[src/sv/uuenc_pkg.sv]
// ----------------------------------------------------------------------------
// uuenc_pkg
// Shared types, constants and the 6-bit character map of the uuencode
// line encoder.
// ----------------------------------------------------------------------------
package uuenc_pkg;

  localparam int LINE_BYTES_DEF = 45;
  localparam int CNT_W          = 6;
  localparam int MEM_AW         = 7;   // two line banks at the largest line length

  localparam logic [7:0] CHAR_BQ  = 8'h60;
  localparam logic [7:0] CHAR_DOT = 8'h2e;
  localparam logic [7:0] CHAR_CR  = 8'h0d;
  localparam logic [7:0] CHAR_LF  = 8'h0a;
  localparam logic [7:0] CHAR_OFS = 8'h20;

  typedef struct packed {
    logic             bank;
    logic [CNT_W-1:0] cnt;
  } job_t;

  typedef struct packed {
    logic        en;
    logic [MEM_AW-1:0] addr;
    logic [7:0]  data;
  } mem_wr_t;

  typedef struct packed {
    logic full;
    logic empty;
    logic wr_bank;
    job_t head;
  } q_stat_t;

  function automatic logic [7:0] enc6(input logic [5:0] v);
    logic [7:0] r;
    if (v == 6'd0) begin
      r = CHAR_BQ;
    end else begin
      r = {2'b00, v} + CHAR_OFS;
    end
    return r;
  endfunction

endpackage

[src/sv/uuenc_line_mem.sv]
// ----------------------------------------------------------------------------
// uuenc_line_mem
// Two-bank line buffer: one write port, one read port, registered read data.
// ----------------------------------------------------------------------------
module uuenc_line_mem #(
  parameter int LINE_BYTES = uuenc_pkg::LINE_BYTES_DEF
) (
  input  logic                          clk,
  input  uuenc_pkg::mem_wr_t            wr,
  input  logic                          rd_en,
  input  logic [uuenc_pkg::MEM_AW-1:0]  rd_addr,
  output logic [7:0]                    rd_data
);

  localparam int DEPTH = 2 * LINE_BYTES;

  logic [7:0] mem [DEPTH];

  always_ff @(posedge clk) begin
    if (wr.en) begin
      mem[wr.addr] <= wr.data;
    end
    if (rd_en) begin
      rd_data <= mem[rd_addr];
    end
  end

endmodule

[src/sv/uuenc_front.sv]
// ----------------------------------------------------------------------------
// uuenc_front
// Takes payload bytes, stores them into the current line bank and posts a
// line job when the line is full or the last byte arrives.
// ----------------------------------------------------------------------------
module uuenc_front #(
  parameter int LINE_BYTES = uuenc_pkg::LINE_BYTES_DEF
) (
  input  logic                clk,
  input  logic                rst,
  input  logic                push,
  output logic                full,
  input  logic [7:0]          data_byte,
  input  logic                final_byte,
  input  uuenc_pkg::q_stat_t  qs,
  output uuenc_pkg::mem_wr_t  wr,
  output logic                job_push,
  output uuenc_pkg::job_t     job
);

  localparam logic [uuenc_pkg::MEM_AW-1:0] BANK_BASE =
    uuenc_pkg::MEM_AW'(LINE_BYTES);
  localparam logic [uuenc_pkg::CNT_W-1:0] LAST_IDX =
    uuenc_pkg::CNT_W'(LINE_BYTES - 1);

  logic [uuenc_pkg::CNT_W-1:0] count;
  logic [uuenc_pkg::CNT_W-1:0] count_next;
  logic                        accept;
  logic                        line_done;

  assign full      = qs.full;
  assign accept    = push && !qs.full;
  assign line_done = final_byte || (count == LAST_IDX);
  assign count_next = count + uuenc_pkg::CNT_W'(1);

  assign wr.en   = accept;
  assign wr.addr = (qs.wr_bank ? BANK_BASE : '0) + uuenc_pkg::MEM_AW'(count);
  assign wr.data = data_byte;

  assign job_push = accept && line_done;
  assign job.bank = qs.wr_bank;
  assign job.cnt  = count_next;

  always_ff @(posedge clk) begin
    if (rst) begin
      count <= '0;
    end else if (accept) begin
      count <= line_done ? '0 : count_next;
    end
  end

endmodule

[src/sv/uuenc_job_q.sv]
// ----------------------------------------------------------------------------
// uuenc_job_q
// Two-entry queue of finished lines; entry slot doubles as the line bank.
// ----------------------------------------------------------------------------
module uuenc_job_q (
  input  logic               clk,
  input  logic               rst,
  input  logic               job_push,
  input  uuenc_pkg::job_t    job,
  input  logic               job_pop,
  output uuenc_pkg::q_stat_t qs
);

  logic [uuenc_pkg::CNT_W-1:0] cnt_q [2];
  logic                        wr_ptr;
  logic                        rd_ptr;
  logic [1:0]                  level;

  assign qs.full      = (level == 2'd2);
  assign qs.empty     = (level == 2'd0);
  assign qs.wr_bank   = wr_ptr;
  assign qs.head.bank = rd_ptr;
  assign qs.head.cnt  = cnt_q[rd_ptr];

  always_ff @(posedge clk) begin
    if (job_push) begin
      cnt_q[wr_ptr] <= job.cnt;
    end
    if (rst) begin
      wr_ptr <= 1'b0;
      rd_ptr <= 1'b0;
      level  <= 2'd0;
    end else begin
      if (job_push) begin
        wr_ptr <= !wr_ptr;
      end
      if (job_pop) begin
        rd_ptr <= !rd_ptr;
      end
      level <= level + {1'b0, job_push} - {1'b0, job_pop};
    end
  end

endmodule

[src/sv/uuenc_back.sv]
// ----------------------------------------------------------------------------
// uuenc_back
// Emits one line per job: length char, optional dot, four chars per
// three-byte group fetched from the line buffer, CR and LF.
// ----------------------------------------------------------------------------
module uuenc_back #(
  parameter int LINE_BYTES = uuenc_pkg::LINE_BYTES_DEF
) (
  input  logic                          clk,
  input  logic                          rst,
  input  uuenc_pkg::q_stat_t            qs,
  output logic                          job_pop,
  output logic                          rd_en,
  output logic [uuenc_pkg::MEM_AW-1:0]  rd_addr,
  input  logic [7:0]                    rd_data,
  output logic                          empty,
  input  logic                          pop,
  output logic [7:0]                    out_char,
  output logic                          run_end
);

  localparam int CW = uuenc_pkg::CNT_W;
  localparam logic [uuenc_pkg::MEM_AW-1:0] BANK_BASE =
    uuenc_pkg::MEM_AW'(LINE_BYTES);

  typedef enum logic [2:0] {
    S_IDLE, S_LEN, S_DOT, S_RD, S_CH, S_CR, S_LF
  } state_t;

  state_t      state;
  logic        out_valid;
  logic        bank;
  logic [CW-1:0] cnt;
  logic [CW-1:0] g;
  logic [1:0]  k;
  logic [1:0]  j;
  logic [7:0]  b0, b1, b2;

  logic        can_emit;
  logic        emit;
  logic [CW:0] rd_idx;
  logic [CW:0] prev_idx;
  logic        prev_hit;
  logic [7:0]  cap_byte;
  logic [CW:0] g_next;
  logic [7:0]  lenc;
  logic [7:0]  grp_char;

  assign empty    = !out_valid;
  assign can_emit = !out_valid || pop;
  assign emit     = can_emit && (state == S_LEN || state == S_DOT || state == S_CH ||
                                 state == S_CR || state == S_LF);
  assign job_pop  = (state == S_LF) && can_emit;

  assign rd_idx   = {1'b0, g} + {{(CW-1){1'b0}}, k};
  assign prev_idx = rd_idx - (CW+1)'(1);
  assign prev_hit = prev_idx < {1'b0, cnt};
  assign cap_byte = prev_hit ? rd_data : 8'd0;
  assign rd_en    = (state == S_RD) && (k != 2'd3) && (rd_idx < {1'b0, cnt});
  assign rd_addr  = (bank ? BANK_BASE : '0) + uuenc_pkg::MEM_AW'(rd_idx);
  assign g_next   = {1'b0, g} + (CW+1)'(3);
  assign lenc     = uuenc_pkg::enc6(cnt);

  always_comb begin
    unique case (j)
      2'd0:    grp_char = uuenc_pkg::enc6(b0[7:2]);
      2'd1:    grp_char = uuenc_pkg::enc6({b0[1:0], b1[7:4]});
      2'd2:    grp_char = uuenc_pkg::enc6({b1[3:0], b2[7:6]});
      default: grp_char = uuenc_pkg::enc6(b2[5:0]);
    endcase
  end

  always_ff @(posedge clk) begin
    if (rst) begin
      state     <= S_IDLE;
      out_valid <= 1'b0;
    end else begin
      if (emit) begin
        out_valid <= 1'b1;
      end else if (pop && out_valid) begin
        out_valid <= 1'b0;
      end
      unique case (state)
        S_IDLE: begin
          if (!qs.empty) begin
            cnt   <= qs.head.cnt;
            bank  <= qs.head.bank;
            state <= S_LEN;
          end
        end
        S_LEN: begin
          if (can_emit) begin
            out_char  <= lenc;
            run_end   <= 1'b0;
            g         <= '0;
            k         <= 2'd0;
            state     <= (lenc == uuenc_pkg::CHAR_DOT) ? S_DOT : S_RD;
          end
        end
        S_DOT: begin
          if (can_emit) begin
            out_char  <= uuenc_pkg::CHAR_DOT;
            run_end   <= 1'b0;
            state     <= S_RD;
          end
        end
        S_RD: begin
          unique case (k)
            2'd1:    b0 <= cap_byte;
            2'd2:    b1 <= cap_byte;
            2'd3:    b2 <= cap_byte;
            default: ;
          endcase
          k <= k + 2'd1;
          if (k == 2'd3) begin
            j     <= 2'd0;
            state <= S_CH;
          end
        end
        S_CH: begin
          if (can_emit) begin
            out_char  <= grp_char;
            run_end   <= 1'b0;
            j         <= j + 2'd1;
            if (j == 2'd3) begin
              g     <= g_next[CW-1:0];
              k     <= 2'd0;
              state <= (g_next >= {1'b0, cnt}) ? S_CR : S_RD;
            end
          end
        end
        S_CR: begin
          if (can_emit) begin
            out_char  <= uuenc_pkg::CHAR_CR;
            run_end   <= 1'b0;
            state     <= S_LF;
          end
        end
        S_LF: begin
          if (can_emit) begin
            out_char  <= uuenc_pkg::CHAR_LF;
            run_end   <= 1'b1;
            state     <= S_IDLE;
          end
        end
        default: state <= S_IDLE;
      endcase
    end
  end

  a_run_end_lf: assert property (@(posedge clk) disable iff (rst)
    (out_valid && run_end) |-> (out_char == uuenc_pkg::CHAR_LF))
    else $error("run_end on a character other than LF");

  a_cnt_nonzero: assert property (@(posedge clk) disable iff (rst)
    (state == S_RD || state == S_CH || state == S_CR || state == S_LF) |-> (cnt != '0))
    else $error("line in progress with zero length");

  a_group_in_line: assert property (@(posedge clk) disable iff (rst)
    (state == S_RD || state == S_CH) |-> (g < cnt))
    else $error("group pointer past line length");

  a_pop_to_idle: assert property (@(posedge clk) disable iff (rst)
    job_pop |=> (state == S_IDLE && out_valid && run_end))
    else $error("line job released without closing the line");

endmodule

[src/sv/uuencode_line_encoder.sv]
// ----------------------------------------------------------------------------
// uuencode_line_encoder
// Binary bytes in, uuencoded text lines out, one character per item.
// ----------------------------------------------------------------------------
// Bytes are taken one per cycle into one of two line banks until both banks
// hold finished lines; full then stays high until the output side releases a
// bank. The output side emits one character per cycle while pop keeps up, but
// pauses on each three-byte group to fetch its bytes (three reads through the
// single read port of the line buffer, whose read data is registered) before
// its four characters, and each line adds states for taking the job, length,
// optional dot, CR and LF. run_end is high on the LF closing each line. No
// clearing pass after reset.
// ----------------------------------------------------------------------------
module uuencode_line_encoder #(
  parameter int LINE_BYTES = uuenc_pkg::LINE_BYTES_DEF
) (
  input  logic       clk,
  input  logic       rst,
  input  logic       push,
  output logic       full,
  input  logic [7:0] data_byte,
  input  logic       final_byte,
  output logic       empty,
  input  logic       pop,
  output logic [7:0] out_char,
  output logic       run_end
);

  uuenc_pkg::q_stat_t               qs;
  uuenc_pkg::mem_wr_t               wr;
  uuenc_pkg::job_t                  job;
  logic                             job_push;
  logic                             job_pop;
  logic                             rd_en;
  logic [uuenc_pkg::MEM_AW-1:0]     rd_addr;
  logic [7:0]                       rd_data;

  uuenc_front #(.LINE_BYTES(LINE_BYTES)) u_front (
    .clk        (clk),
    .rst        (rst),
    .push       (push),
    .full       (full),
    .data_byte  (data_byte),
    .final_byte (final_byte),
    .qs         (qs),
    .wr         (wr),
    .job_push   (job_push),
    .job        (job)
  );

  uuenc_job_q u_job_q (
    .clk      (clk),
    .rst      (rst),
    .job_push (job_push),
    .job      (job),
    .job_pop  (job_pop),
    .qs       (qs)
  );

  uuenc_line_mem #(.LINE_BYTES(LINE_BYTES)) u_mem (
    .clk     (clk),
    .wr      (wr),
    .rd_en   (rd_en),
    .rd_addr (rd_addr),
    .rd_data (rd_data)
  );

  uuenc_back #(.LINE_BYTES(LINE_BYTES)) u_back (
    .clk      (clk),
    .rst      (rst),
    .qs       (qs),
    .job_pop  (job_pop),
    .rd_en    (rd_en),
    .rd_addr  (rd_addr),
    .rd_data  (rd_data),
    .empty    (empty),
    .pop      (pop),
    .out_char (out_char),
    .run_end  (run_end)
  );

endmodule
[config.mk]
export PLATFORM = sky130hd
export DESIGN_NAME = uuencode_line_encoder
export DESIGN_NICKNAME = d
export VERILOG_FILES = /design/src/sv/uuenc_pkg.sv /design/src/sv/uuenc_line_mem.sv /design/src/sv/uuenc_front.sv /design/src/sv/uuenc_job_q.sv /design/src/sv/uuenc_back.sv /design/src/sv/uuencode_line_encoder.sv
export SDC_FILE = /design/constraint.sdc
export NUM_CORES = 1
export LEC_CHECK = 0
export ABC_AREA = 1
export BUFFER_PORTS_ARGS = -buffer_cell sky130_fd_sc_hd__buf_4
export CELL_PAD_IN_SITES_DETAIL_PLACEMENT = 0
export CELL_PAD_IN_SITES_GLOBAL_PLACEMENT = 2
export CORE_MARGIN = 3
export CORE_UTILIZATION = 45
export CTS_CLUSTER_SIZE = 30
export DETAILED_ROUTE_END_ITERATION = 16
export PLACE_DENSITY_LB_ADDON = 0.1
export SYNTH_ARGS = -nofsm -noshare
export SYNTH_HDL_FRONTEND = slang
export SYNTH_SLANG_ARGS = --single-unit
[constraint.sdc]
create_clock -name clk -period 8.8 [get_ports clk]
set_input_delay 0.88 -clock clk [delete_from_list [all_inputs] [get_ports clk]]
set_output_delay 0.88 -clock clk [all_outputs]
set_load 0.005 [all_outputs]
## Yosys cells after proc, flatten, opt, wreduce, memory -nomap -nowiden

Memories as Yosys holds them, arrays and structs flattened. A register that Yosys moved wholly into a read port is not among the register bits.
Cells that the tools add are included.

- $lt $le $gt $ge: 3
- Shifts and indexed selects: 0
- Equal/unequal tests: 25
- Bitwise operators: 2
- Div/mod/pow operators: 0
- Reductions and logical operators: 42
- Multiplexer cells: 47
- Add/sub/neg operators: 15
- Multiply operators: 0

Operators with widths:

| cell | number |
|---|---|
| two-way mux 8 bit | 11 |
| one-hot mux 8 bit (5 select lines) | 1 |
| two-way mux 6 bit | 6 |
| adder 6 x 6 -> 7 bit (second input constant) | 5 |
| logical NOT 6 bit | 5 |
| two-way mux 3 bit | 9 |
| one-hot mux 8 bit (3 select lines) | 1 |
| one-hot mux 3 bit (7 select lines) | 1 |
| < comparator 7 x 6 -> 1 bit | 2 |
| inequality test 2 x 1 -> 1 bit (second input constant) | 6 |
| one-hot mux 6 bit (2 select lines) | 1 |
| AND reduction 3 bit | 4 |
| equality test 2 bit (second input constant) | 5 |
| two-way mux 2 bit | 5 |
| AND reduction 5 bit | 2 |
| equality test 3 bit (second input constant) | 3 |
| two-way mux 1 bit | 9 |
| equality test 8 x 6 -> 1 bit (second input constant) | 1 |
| inequality test 2 bit (second input constant) | 4 |
| AND reduction 4 bit | 2 |
| AND reduction 8 bit | 1 |
| nonzero test 2 bit | 4 |
| adder 6 x 2 -> 7 bit | 1 |
| adder 6 x 2 -> 7 bit (second input constant) | 1 |
| other kinds (25) | 44 |

- Word-level logic and storage cells: 151
- Bits in writable memories: 732
- Bits in latches: 0
- ROM bits: 0
- Output and inout bits: 11
- Memories: 2
- Input bits: 13
- Register bits after elaboration: 58

Memories:

| memory | words | width | read ports | clocked after memory_dff | write ports | line | RTL |
|---|---|---|---|---|---|---|---|
| u_mem.mem | 90 | 8 | 1 | 1 | 1 | uuenc_line_mem.sv:17 | `logic [7:0] mem [DEPTH];` |
| u_job_q.cnt_q | 2 | 6 | 1 | 1 | 1 | uuenc_job_q.sv:14 | `logic [uuenc_pkg::CNT_W-1:0] cnt_q [2];` |

## Longest topological paths before layout

Gate-level depths: netlist of run 1.

- Depth in word-level cells: 7
- Mapped depth: 17
- Gate-level depth less buffers: 16

## By module

From an unflattened synthesis of run 1, not the netlist that was laid out.

- Cell total of the unflattened synthesis: 3034
- Area total of the unflattened synthesis: 34489.3 sq um

Modules (own cells, without submodules):

| module | area each (sq um) | cells each | instances | seq. area each (sq um) |
|---|---|---|---|---|
| uuenc_line_mem | 29766.0 | 2511 | 1 | 21861.0 |
| uuenc_back | 3389.5 | 383 | 1 | 1551.5 |
| uuenc_job_q | 700.7 | 52 | 1 | 460.4 |
| uuenc_front | 633.1 | 88 | 1 | 120.1 |

## Worst setup path after synthesis of run 1

No wires, ideal clock.

- Path type: reg-to-reg
- Start point: register u_back.k[0]
- End point: register u_mem.rd_data[3] (read register of u_mem.mem), data pin
- Setup slack: 5.695 ns
- Required time: 8.547 ns
- Library setup time: 0.253 ns
- Buffers on the path: 2
- Arrival: 2.853 ns
- Period minus slack after synthesis: 3.105 ns
- Cell stages (with the launch flop): 13
- Path through: edfxtp_1 > ha_1 > fa_1 > xor2_1 > ha_1 > xnor2_1 > buf_2 > buf_2 > o211ai_1 > nand3_1 > nand3_1 > nand3_1 > nand2_1

- Longest elaborated chain between the ends: 3
- Elaborated cells on any way between the ends: 6
- Those cells by class: add/sub (2); order compare (1); eq/ne (1); reduce/logical (2)

RTL lines:

| what | line | RTL |
|---|---|---|
| start, declared | uuenc_back.sv:35 | `logic [1:0] k;` |
| start signal, assigned | uuenc_back.sv:114 | `k <= k + 2'd1;` |
| adder 6 x 2 -> 7 bit / inequality test 2 bit (equally long branches) | uuenc_back.sv:55, uuenc_back.sv:59 |  |
| < comparator 7 x 6 -> 1 bit / logical AND 1 bit (equally long branches) | uuenc_back.sv:59 | `assign rd_en = (state == S_RD) && (k != 2'd3) && (rd_idx < {1'b0, cnt});` |
| logical AND 1 bit | uuenc_back.sv:59 |  |
| end, declared | uuenc_line_mem.sv:12 | `output logic [7:0] rd_data` |

Parallel ways exist; a longest one is shown, timed or not.
A chain may end at the register's enable or synchronous reset.

## Final worst setup path of run 1

- Start point: register u_back.k[0]
- End point: register u_mem.rd_data[4] (read register of u_mem.mem), data pin

Same word-level chain as after synthesis.

==> results of run 1 <==
## cell type report
class                      count  area (um^2)  share of cell area (%)
clock buffer                 104         2350                    6.04
clock inverter                57          462                    1.19
inverter                     260          985                    2.54
multi-input combinational   1975         9180                    23.6
sequential                   803        24000                    61.7
tap                         1030         1290                    3.32
timing repair buffer          81          606                    1.56
## layout by cell type, fill, tap and decap left out, types with 39 or more instances in the layout
cell         n
nor3_1      64
nand3_1    386
buf_4       78
nand2_1    836
clkbuf_16   92
nor2_1     319
edfxtp_1   789
ha_1        39
inv_1      256
o211ai_1    51
o21ai_0    167
## kinds of logic after synthesis
family                   Yosys count  synth area share [%]
AND/OR/NAND/NOR                 1642                  19.6
flip-flops                       803                  69.0
buffers and inverters            431                  4.88
AO/OA/AOI/OAI                    268                  4.39
adder cells (fa/ha/maj)           42                  1.53
XOR/XNOR                          21                 0.551
other                              1                0.0108
multiplexers                       1                0.0288
## routing by layer
layer	GRT usage, %	share of wire [%]	up-vias
li1	-	-	11000
met1	32.9	44	11400
met2	38.0	47	701
met3	4.27	6.2	166
met4	8.58	3.5	0
met5	0	0	-
## state kept, by name, summed over array words and instances (netlist names), 7 cells and up
signal and count:
u_mem.mem 720, u_back.b0 8, u_mem.rd_data 8, u_back.b1 8, u_back.out_char 7, u_job_q.cnt_q 12, u_back.b2 8
## worst max-delay path: cells and delay by family (launching register included)
family	cells	cell delay, ns
buffers and inverters	2	1.45
DFF	1	0.45
adders and majority gates	3	1.52
and+or+nand+nor	8	1.20
## report_power, final
group          leakage [uW]  switching (uW)  internal, uW
clock               0.00139            1500          2100
sequential          0.00722            25.3          4270
combinational       0.00602            2530           930
## path summary, 6_finish.rpt
kind,end,depth (start not counted),slack [ns]
min,u_job_q.level[1]$_SDFF_PP0_,1,0.45
max,u_mem.rd_data[4]$_DFFE_PP_,13,3.82
max reg2reg,u_mem.rd_data[4]$_DFFE_PP_,13,3.82
min reg2reg,u_job_q.level[1]$_SDFF_PP0_,1,0.45
## through the flow
| stage | util (%) | setup WS [ns] | hold slack (ns) | cell area [um^2] |
|---|---|---|---|---|
| 2_1_floorplan | - | 5.69 | 0.422 | 34700 |
| 3_3_place_gp | 47.2 | 3.77 | 0.435 | 36000 |
| 3_5_place_dp | 47.2 | 3.78 | 0.448 | 36000 |
| 4_1_cts | 50.9 | 3.77 | 0.455 | 38800 |
| 5_1_grt | 51.0 | 3.40 | 0.487 | 38800 |
| 6_report | 51.0 | 3.82 | 0.453 | 38800 |
==> run summary, run 1 <==
## Outcome
- **outcome** finished, final reports clean

## STA
- **number of max-slew violations in the final report** 0
- **total negative setup slack** 0 ns
- **Slew HR** 6.53%
- **Fin Clk Skew** 0.0205 ns
- **share of the clock period used by the worst path** 56.6%
- **total count of hold-check failures in the final report** 0
- **post-layout minimum cycle time** 4.98 ns
- **maximum achievable frequency** 201 MHz
- **setup repair after global routing missed its margin** no
- **Worst Tran Pin Value** 1.39 ns
- **Setup Viol. Count Final** 0

## Worst hold path
- **Hold Crit Start** u_job_q.level[1]$_SDFF_PP0_
- **kind of path behind the tightest hold check** reg -> reg

## GRT
- **largest net degree at the start of global routing** 152
- **global-route wire length before repair** 144,000 um
- **initial antenna violation count** 1
- **aggregate global routing overflow** 0
- **All-Layer GR Usage** 23.8%
- **via count of the first global-routing pass** 22,600

## Clock network
- **clock transition at the registers of the reported paths** 0.06 ns
- **TritonCTS clock tree** built
- **TritonCTS Buffers** 87
- **Post-CTS Resized** 0
- **clock sink count** 803
- **clock latency on the worst-skew pair** 0.64 ns
- **master cell of the clock root buffer** clkbuf_16
- **buffer depth of the longest clock path** 3
- **depth of the CTS H-tree** 3
- **hold-fix buffer count after cts** 0
- **post-CTS setup buffer count** 0

## Synth
- **Area contributors post-synth** edfxtp_1 68%, nand2_1 9.1%, nand3_1 5.6%, nor2_1 3.4%, inv_1 2.8%
- **post-synthesis area per instance** 10.8 um^2
- **cell type contributing the most total cell area after synthesis** edfxtp_1
- **top post-synthesis cells by count** 838 x nand2_1, 789 x edfxtp_1, 386 x nand3_1, 319 x nor2_1, 257 x inv_1
- **Syn Inst Count** 3,209
- **number of synthesis warnings** 0
- **top cell type's share of synthesized area** 68.2%
- **most common flop cell mapped by yosys** edfxtp_1
- **fraction of registers with async set or reset after synthesis** 0%
- **number of synthesized register bits** 803
- **sequential share of the synthesized area** 69.0%
- **synthesized cell area** 34,700 um^2
- **library cells used by synthesis** 40
- **dominant cell by count in the synthesized netlist** nand2_1
- **net count of the mapped netlist** 3,264
- **number of enable flip-flop cells after synthesis** 789

## Flow run
- **max-capacitance violation count** 0

## Layout
- **count of antenna diodes in the layout** 0
- **layout cell share with drive strength beyond 1** 7.47%
- **Nets** 3,263
- **number of filler instances in the final layout** 6,776
- **post-route non-filler standard cell count** 4,310
- **relative area change from synthesis to final layout** 11.8%

## Floorplanning
- **Die ar.** 80,600 um^2
- **placeable core region** 76,200 um^2
- **row count** 101
- **Top Ports** 24
- **overall die width** 284 um
- **starting density of the core** 45.6%
- **Die Span Y** 284 um

## Setup path
- **crit path cell chain** ha_1 > fa_1 > ha_4 > clkinv_2 > buf_4 > nand2_1 > nand3_1 > nand3_1 > nand3_1 > nand3_1 > nand2_1 > nand2_1 > nand2_1
- **critical path startpoint category** register
- **endpoint class of the critical path** register
- **Arr. time, crit path** 5.36 ns
- **cell type of the slowest stage on the worst timing path** clkinv_2
- **reg2reg start** u_back.k[0]$_SDFFCE_PN0P_
- **highest cell delay on the worst timing path** 0.80 ns
- **maximum fanout count along the critical path** 59
- **classification of the worst setup path** reg -> reg
- **startpoint of the most critical setup path** u_back.k[0]$_SDFFCE_PN0P_
- **Worst EP required** 9.19 ns

## Placement
- **count of placed standard cells including taps** 4,145
- **placed wire-length estimate after detailed placement** 56,700 um
- **IO buf count** 22
- **routability-driven placement congestion ratio** 0.821

## Pwr
- **Power Dens Cells** 292 nW/um^2
- **IR Drop Worst-Case VDD** 0.210 mV
- **total power** 11,400 uW
- **leakage power figure** 0.0146 uW

## Routing
- **DRT Wirelength** 96,900 um
- **total vias in the final route** 23,200
- **Initial DRT Pass Iterations** 5
- **residual antenna-violating net count after detailed routing** 0
- **drt drc** 0
- **starting DRC count in detailed routing** 2,032
- **via density per instance** 5.39
- **routed length per instance** 22.5 um

(Power assumes the default switching activity.)
==> run 2: changes to the inputs <==
--- a/config.mk
+++ b/config.mk
@@ -10,7 +10,7 @@
 export CELL_PAD_IN_SITES_DETAIL_PLACEMENT = 0
 export CELL_PAD_IN_SITES_GLOBAL_PLACEMENT = 2
 export CORE_MARGIN = 3
-export CORE_UTILIZATION = 45
+export CORE_UTILIZATION = 39
 export CTS_CLUSTER_SIZE = 30
 export DETAILED_ROUTE_END_ITERATION = 16
 export PLACE_DENSITY_LB_ADDON = 0.1
==> constraint.sdc (replaced) <==
create_clock -name clk -period 4 [get_ports clk]
set_input_delay 0.4 -clock clk [delete_from_list [all_inputs] [get_ports clk]]
set_output_delay 0.4 -clock clk [all_outputs]
set_load 0.005 [all_outputs]
==> run 2 against run 1 <==
Net effect: die area rose by 15%; critical path type unchanged; flip-flop and latch count did not move; non-clock buffer count rose by 94; sequential power rose by 120%; critical endpoint is now u_mem.rd_data[7]$_DFFE_PP_; clock skew rose by 0.0068 ns; combinational power rose by 130%; power rose by 120%.
==> run summary, run 2 (same netlist as run 1, synthesis figures left out) <==
## Pwr
- **total power** 25,500 uW, was 11,400 uW
- **sequential cell fraction of total power** 37.0%, was 37.8%
- **Power Dens Cells** 639 nW/um^2, was 292 nW/um^2
- **net switching power** 9140 uW, was 4050 uW
- **Clock Power Share** 31.3%, was 31.7%
- **Internal Power** 16,400 uW, was 7300 uW
- **part of the power in combinational logic** 31.7%, was 30.5%
- **IR Drop Worst-Case VDD** 0.378 mV, was 0.210 mV
- **fraction of power spent switching nets** 35.8%, was 35.7%
- **leakage power figure** 0.0152 uW, was 0.0146 uW

## Worst hold path
- **kind of path behind the tightest hold check** in -> reg, was reg -> reg
- **Hold Crit Start** rst, was u_job_q.level[1]$_SDFF_PP0_

## Placement
- **placed wire-length estimate after detailed placement** 64,200 um, was 56,700 um
- **count of placed standard cells including taps** 4,365, was 4,145
- **IO buf count** 22, unchanged
- **routability-driven placement congestion ratio** 0.814, was 0.821

## Layout
- **leading registers by flop count** u_mem.mem x720, u_job_q.cnt_q x12, unchanged
- **relative area change from synthesis to final layout** 14.9%, was 11.8%
- **number of flip-flops in the largest register** 720, unchanged
- **register with the most flip-flops** u_mem.mem, unchanged
- **Nets** 3,360, was 3,263
- **commonest non-fill, non-tap cell in the layout** nand2_1, unchanged
- **highest-count cells in the layout ignoring fill and taps** 836 x nand2_1, 789 x edfxtp_1, 386 x nand3_1, 319 x nor2_1, 256 x inv_1, unchanged
- **post-route non-filler standard cell count** 4,531, was 4,310
- **count of antenna diodes in the layout** 0, unchanged
- **layout cell share with drive strength beyond 1** 9.75%, was 7.47%

## Clock network
- **TritonCTS Buffers** 90, was 87
- **clock sink count** 803, unchanged
- **buffer depth of the longest clock path** 3, unchanged
- **master cell of the clock root buffer** clkbuf_16, unchanged
- **TritonCTS clock tree** built, unchanged
- **clock latency on the worst-skew pair** 0.64 ns, about the same
- **clock transition at the registers of the reported paths** 0.06 ns, about the same
- **depth of the CTS H-tree** 3, unchanged

## Setup path
- **Worst EP required** 4.38 ns, was 9.19 ns
- **classification of the worst setup path** reg -> reg, unchanged
- **cell type of the slowest stage on the worst timing path** edfxtp_1, was clkinv_2
- **highest cell delay on the worst timing path** 0.47 ns, was 0.80 ns
- **crit path cell chain** ha_1 > fa_1 > xor2_2 > ha_1 > xnor2_2 > buf_12 > nand3_1 > nand3_1 > nand3_1 > nand3_1 > nand2_1 > nand2_1 > nand2_1, was ha_1 > fa_1 > ha_4 > clkinv_2 > buf_4 > nand2_1 > nand3_1 > nand3_1 > nand3_1 > nand3_1 > nand2_1 > nand2_1 > nand2_1
- **library cell appearing most often on the critical path** nand3_1
- **maximum fanout count along the critical path** 88, was 59
- **endpoint class of the critical path** register, unchanged
- **startpoint of the most critical setup path** u_back.k[0]$_SDFFCE_PN0P_, unchanged
- **Arr. time, crit path** 4.15 ns, was 5.36 ns
- **critical path startpoint category** register, unchanged
- **reg2reg start** u_back.k[0]$_SDFFCE_PN0P_, unchanged

## Flow run
- **max-capacitance violation count** 0, unchanged

## STA
- **Setup Viol. Count Final** 0, unchanged
- **post-layout minimum cycle time** 3.77 ns, was 4.98 ns
- **share of the clock period used by the worst path** 94.3%, was 56.6%
- **Slew HR** 9.41%, was 6.53%
- **Hold Slack** 0.0621 ns, was 0.453 ns
- **total negative setup slack** 0 ns, unchanged
- **number of max-slew violations in the final report** 0, unchanged
- **Fin Clk Skew** 0.0273 ns, was 0.0205 ns
- **setup repair after global routing missed its margin** no, unchanged
- **Worst Tran Pin Value** 1.35 ns, was 1.39 ns
- **maximum achievable frequency** 265 MHz, was 201 MHz
- **total count of hold-check failures in the final report** 0, unchanged

## Routing
- **DRT Wirelength** 102,000 um, was 96,900 um
- **via density per instance** 5.19, was 5.39
- **Initial DRT Pass Iterations** 5, unchanged
- **DR WL met2** 48,700 um, was 45,100 um
- **residual antenna-violating net count after detailed routing** 0, unchanged
- **detailed-route wire length on metal 1** 45,900 um, was 42,400 um
- **routed length per instance** 22.5 um, about the same
- **highest routed metal layer** met4, unchanged
- **total vias in the final route** 23,500, was 23,200
- **routed length on met3** 5180 um, was 6010 um
- **drt drc** 0, unchanged
- **starting DRC count in detailed routing** 1,927, was 2,032

## Floorplanning
- **Die Span Y** 304 um, was 284 um
- **row count** 108, was 101
- **Die ar.** 92,700 um^2, was 80,600 um^2
- **Top Ports** 24, unchanged
- **placeable core region** 87,600 um^2, was 76,200 um^2
- **starting density of the core** 39.7%, was 45.6%
- **overall die width** 304 um, was 284 um

## GRT
- **global-route wire length before repair** 152,000 um, was 144,000 um
- **initial antenna violation count** 0, was 1
- **largest net degree at the start of global routing** 90, was 152
- **via count of the first global-routing pass** 23,000, was 22,600
- **All-Layer GR Usage** 21.7%, was 23.8%
- **aggregate global routing overflow** 0, unchanged

## Outcome
- **outcome** finished, final reports clean, unchanged

run 2: final cells by class:
cell class                      count  area, um^2
Clock buffer                      112        2360
Multi-Input combinational cell   1975        9160
Timing Repair Buffer              175        1520
Fill cell                        8200       47600
Sequential cell                   803       24000
Clock inverter                     51         478
Inverter                          260         985
Tap cell                         1155        1450
run 2: power groups by stage:
stage | registers (uW) | logic (uW) | clock network [uW]
6_report | 9440 | 8080 | 7990
5_1_grt | 9450 | 8900 | 8510
4_1_cts | 9440 | 8170 | 8190
3_5_place_dp | 9620 | 8140 | 0
3_3_place_gp | 9620 | 8190 | 0
2_1_floorplan | 9610 | 4910 | 0
run 2: per-stage QoR:
step / instance area, um^2 / setup slack, ns / utilization [%]
2_1_floorplan: 34700 / 0.895 / -
3_3_place_gp: 37000 / 0.276 / 42.3
3_5_place_dp: 37000 / 0.216 / 42.3
4_1_cts: 39900 / 0.183 / 45.5
5_1_grt: 39900 / 0.0253 / 45.6
6_report: 39900 / 0.229 / 45.6
run 2: critical path, delay by kind of cell (launching register included):
family	cells	cell delay, ns
XOR/XNOR	2	0.53
adder cells (fa/ha/maj)	3	1.10
buffers and inverters	1	0.30
flip-flops	1	0.47
AND/OR/NAND/NOR	7	0.91
run 2: layer usage:
metal  global-route usage, %  up-vias
li1                        -    11200
met1                    30.3    11700
met2                    35.4      554
met3                    3.53      132
met4                    5.68        0
met5                       0        -
run 2: what timing repair did:
action / CTS / global route
hold buffers: 0 / 0
setup buffers: 0 / 0
gates resized for setup: 0 / 1
setup endpoints to repair: 0 / 6
run 2: worst paths after layout:
check | end | slack (ns) | cells past startpoint
setup reg to reg | u_mem.rd_data[7]$_DFFE_PP_ | 0.23 | 13
setup / recovery | u_mem.rd_data[7]$_DFFE_PP_ | 0.23 | 13
hold / removal | u_front.count[5]$_SDFFE_PP0P_ | 0.06 | 2
hold reg to reg | u_job_q.level[1]$_SDFF_PP0_ | 0.45 | 1
